<file path="config.mk">
export PLATFORM = sky130hd
export DESIGN_NAME = salc_ctrl
export DESIGN_NICKNAME = d
export VERILOG_FILES = /design/src/design/salc_pkg.sv /design/src/design/salc_ctrl.sv
export SDC_FILE = /design/constraint.sdc
export NUM_CORES = 1
export LEC_CHECK = 0
export ABC_CLOCK_PERIOD_IN_PS = 1500
export BUFFER_PORTS_ARGS = -buffer_cell sky130_fd_sc_hd__buf_2
export CAP_MARGIN = 10
export CORE_AREA = 2 2 39 41
export CTS_CLUSTER_SIZE = 20
export DETAILED_ROUTE_END_ITERATION = 10
export DIE_AREA = 0 0 41 43
export REMOVE_ABC_BUFFERS = 1
export SYNTH_ARGS = -nofsm -noshare
export SYNTH_HDL_FRONTEND = slang
export SYNTH_SLANG_ARGS = --single-unit
</file>
<file path="constraint.sdc">
create_clock -name clk -period 1.5 [get_ports clk]
set_input_delay 0.15 -clock clk [delete_from_list [all_inputs] [get_ports clk]]
set_output_delay 0.15 -clock clk [all_outputs]
set_load 0.005 [all_outputs]
</file>
<file path="src/design/salc_pkg.sv">
// ---------------------------------------------------------------------------
// salc_pkg: shared types and constants
// Payload structs, configuration indexes and geometry of the cache.
// ---------------------------------------------------------------------------
package salc_pkg;

  localparam int MaxSets       = 16;
  localparam int MaxWays       = 4;
  localparam int MaxBlockBytes = 16;
  localparam int MemBytes      = 4096;
  localparam int NumLines      = MaxSets * MaxWays;
  localparam int SetW          = $clog2(MaxSets);
  localparam int WayW          = $clog2(MaxWays);
  localparam int OffW          = $clog2(MaxBlockBytes);
  localparam int LineW         = $clog2(NumLines);
  localparam int MemAw         = $clog2(MemBytes);
  localparam int LbAw          = LineW + OffW;

  typedef enum logic [1:0] {
    ACT_LOAD  = 2'd0,
    ACT_READ  = 2'd1,
    ACT_WRITE = 2'd2,
    ACT_NONE  = 2'd3
  } action_t;

  localparam logic [1:0] REG_SET_BITS = 2'd0;
  localparam logic [1:0] REG_TAG_W    = 2'd1;
  localparam logic [1:0] REG_OFF_BITS = 2'd2;
  localparam logic [1:0] REG_WAYS     = 2'd3;

  typedef struct packed {
    logic [1:0]  action;
    logic [11:0] address;
    logic [7:0]  write_data;
  } in_item_t;

  typedef struct packed {
    logic [7:0] read_data;
    logic       hit;
    logic [1:0] way_used;
  } out_item_t;

  // Controller to datapath commands.
  typedef struct packed {
    logic start;      // latch item, decode address
    logic mem_wr_in;  // write input byte to backing memory at item address
    logic tag_eval;   // register victim / hit selection
    logic fill_rd;    // issue backing read for fill byte
    logic fill_wr;    // write returned byte into line
    logic upd;        // update tag, valid, count
    logic fin_rd;     // issue line-byte read
    logic fin_wr;     // write data into line and memory
    logic res_load;   // capture result
  } cmd_t;

  typedef struct packed {
    logic [1:0] action;
    logic       hit;
    logic       fill_last;
  } sts_t;

endpackage

</file>
<file path="src/design/salc_ctrl.sv">
// ---------------------------------------------------------------------------
// salc_ctrl: cache controller
// Sequences decode, lookup, update, fill, line access and result hand-off.
// ---------------------------------------------------------------------------
module salc_ctrl (
  input  logic           clk,
  input  logic           rst,
  input  logic           in_valid,
  output logic           in_ready,
  output logic           out_valid,
  input  logic           out_ready,
  input  logic [1:0]     in_action,
  input  salc_pkg::sts_t sts,
  output salc_pkg::cmd_t cmd
);

  typedef enum logic [2:0] {
    S_IDLE, S_LOOK, S_FILL, S_UPD, S_RD, S_RES, S_OUT
  } state_t;

  state_t state;

  assign in_ready = (state == S_IDLE) || (state == S_OUT && out_ready);

  always_comb begin
    logic take;
    take = in_valid && in_ready;
    cmd = '0;
    cmd.start     = take;
    cmd.mem_wr_in = take && (in_action == salc_pkg::ACT_LOAD);
    cmd.tag_eval  = (state == S_LOOK);
    cmd.fill_wr   = (state == S_FILL);
    cmd.fill_rd   = (state == S_FILL);
    cmd.upd       = (state == S_UPD);
    cmd.fin_wr    = (state == S_RD) && (sts.action == salc_pkg::ACT_WRITE);
    cmd.fin_rd    = (state == S_RD);
    cmd.res_load  = (state == S_RES);
  end

  always_ff @(posedge clk) begin
    if (rst) begin
      state     <= S_IDLE;
      out_valid <= 1'b0;
    end else begin
      case (state)
        S_IDLE, S_OUT: begin
          if (out_valid && out_ready) out_valid <= 1'b0;
          if (in_valid && in_ready) begin
            state <= (in_action == salc_pkg::ACT_READ ||
                      in_action == salc_pkg::ACT_WRITE) ? S_LOOK : S_RES;
          end else if (!out_valid || out_ready) begin
            state <= S_IDLE;
          end
        end
        S_LOOK: state <= S_UPD;
        S_UPD:  state <= sts.hit ? S_RD : S_FILL;
        S_FILL: if (sts.fill_last) state <= S_RD;
        S_RD:   state <= S_RES;
        S_RES: begin
          state     <= S_OUT;
          out_valid <= 1'b1;
        end
        default: state <= S_IDLE;
      endcase
    end
  end

  a_out_only_in_out: assert property (@(posedge clk) disable iff (rst)
    out_valid |-> (state == S_OUT || state == S_IDLE || state == S_LOOK ||
                   state == S_RES)) else $error("result shown outside hand-off");
  a_one_cmd: assert property (@(posedge clk) disable iff (rst)
    $onehot0({cmd.tag_eval, cmd.fill_wr, cmd.upd, cmd.fin_rd, cmd.res_load}))
    else $error("overlapping commands");
  a_res_valid: assert property (@(posedge clk) disable iff (rst)
    cmd.res_load |=> out_valid) else $error("result not presented");

endmodule

</file>
==> out/results.ini <==
[pwr]
p_leak_nw=0.271
pwr_density_cell_nw_per_um2=1650
power_uw=919
ir_worst_vdd_mv=0.756

[final_layout]
post-route-util=0.401
layout-drive-gt1-share=0.571
antenna_cells=0
area_growth_pct=36.2
nNetsFinal=83

[drt]
drt_first_pass_iters=4
drc_errors=0
drt-initial-drc-count=9
drt-total-wl_microns=939
avgViaCountPerCell=4.84
ant_nets=0
wl_per_cell_microns=10.9
num_vias=416

[synth]
syn_inst=48
ys_top_cells_by_area=dfxtp_1 (20%), nor3b_2 (6.1%), buf_4 (5.5%)
synth.ff_latch_count=4
synth_area_sq_um=408
yosysWarnings=0
synth_top_area_frac=0.196
synth_top_area_cell=dfxtp_1
syn_avg_cell_area_sq_um=8.50
ys_top_cells_by_count=inv_1 (5), dfxtp_1 (4), buf_4 (3), nor2_1 (3), nor2b_1 (3)
async_flop_share=0
yosysMostFrequentCell=inv_1
yosysSeqAreaShare=0.196
ys.flop_type=dfxtp_1
synth.distinct_cells=32
synth_edf_count=0

[clock_tree]
cts_tree=yes
holdBufCountCts=0
clkTransAtPathRegs_ns=0.05
ctsLongestPathBuffers=2
cts_num_sinks=4
cts_buffers=3
cts-root-buf=clkbuf_4
cts_max_level=1
worstSkewPairLatency_ns=0.24

[sta]
timing.final.crit_share=0.953
worst_pin_slew_ns=0.289
max_slew_margin=0.807
slew_violations=0
holdWs_ns=0.139
fin_ws_ns=0.0711
min_period_ns=1.43
finalSetupTns_ns=0
setup_violations=0
clock_skew_ns=0.0135
hold_violations=0
rsz0062_at_grt=false
fmax_mhz=700

[worst_setup_path]
cp-start-kind=flop
worst_setup_path_end_kind=primary output
critPathMaxFanout=11
critPathArrivalTime_ns=1.28
required_ns=1.35
worst-setup-path-type=reg2out

[placed_design]
pre_cts_ws_ns=0.165
io_buffers=20
gp_congestion=0.772
hpwl_microns=666

[global_route]
grt_pass1_vias=346
gr-total-overflow=0
grt_max_degree=13
grt_usage=0.128
antenna_found_initial=0
grt_pass1_wl_mm=1.43

[floorplanning]
row_count=14
start_util=0.295
core_sq_um=1380
dieArea_sq_um=1760
die_h_microns=43
pin_count=21
die_w_microns=41

[run]
cap_violations=0

[worst_hold_path]
hold_class=in2reg

[run_status]
run_status=completed

==> stage by stage <==
stage                     cell area (sq um)  std cells
final                                   556         86
after global routing                    556         86
after CTS                               546         86
after detailed placement                502         81
after global placement                  502         81
after floorplan                         374         44
==> worst paths after layout <==
path,slack [ns],start,to,cells after the start
max,0.07,state[2]$_SDFFE_PP0P_,cmd[7],4
max reg2reg,0.27,state[1]$_SDFFE_PP0P_,state[2]$_SDFFE_PP0P_,3
min,0.14,rst,out_valid$_SDFFE_PP0P_,2
min reg2reg,0.56,out_valid$_SDFFE_PP0P_,out_valid$_SDFFE_PP0P_,3
==> what timing repair did <==
item | CTS | global route
gates resized for setup | 3 | 3
endpoints found under the setup margin | 2 | 7
setup buffers | 2 | 0
pin swaps | 1 | 2
==> critical path, cell delays in order, from the launching register on <==
cell and delay (ns):
dfxtp_4 0.38, or2_4 0.25, a21oi_4 0.14, and3_1 0.16, buf_2 0.10
==> final cells by class <==
type | count | area (sq um)
fill | 145 | 828
multi-input combinational | 35 | 285
timing repair buffer | 23 | 123
sequential | 4 | 86.3
clock buffer | 3 | 22.5
tap | 16 | 20.0
inverter | 5 | 18.8
==> sequential cells by signal, summed over array words and instances, names as in the netlist <==
register,count
out_valid,1
state,3
==> routing by layer <==
layer | track usage | wire length (microns) | vias up
li1 | - | - | 215
met1 | 0.160 | 433 | 184
met2 | 0.150 | 424 | 15
met3 | 0.0628 | 54 | 2
met4 | 0.120 | 27 | 0
met5 | 0 | 0 | -
==> logic make-up (layout without fill, tap and decap cells) <==
family / count (synthesis) / after routing / share of synthesized area
DFF: 4 / 4 / 0.196
adders and majority gates: 1 / 1 / 0.0307
buffers and inverters: 9 / 31 / 0.129
AOI/OAI and AO/OA: 12 / 12 / 0.236
and+or+nand+nor: 22 / 22 / 0.408
==> cell usage in the layout (no fill, tap or decap), types with 2 or more instances in the layout <==
master | synthesis | layout
buf_2 | 0 | 20
inv_1 | 5 | 5
nor2b_1 | 3 | 3
nor2_1 | 3 | 3
clkbuf_4 | 0 | 3
buf_4 | 3 | 3
and2_1 | 2 | 2
nor3b_2 | 2 | 2
a21oi_1 | 2 | 2
dfxtp_2 | 0 | 2
==> where the power goes <==
part,switching [mW],internal [mW]
Sequential,0.111,0.158
Clock,0.0487,0.0898
Combinational,0.210,0.302
Total,0.369,0.549
Note: power is estimated with default switching activity, not from simulation.
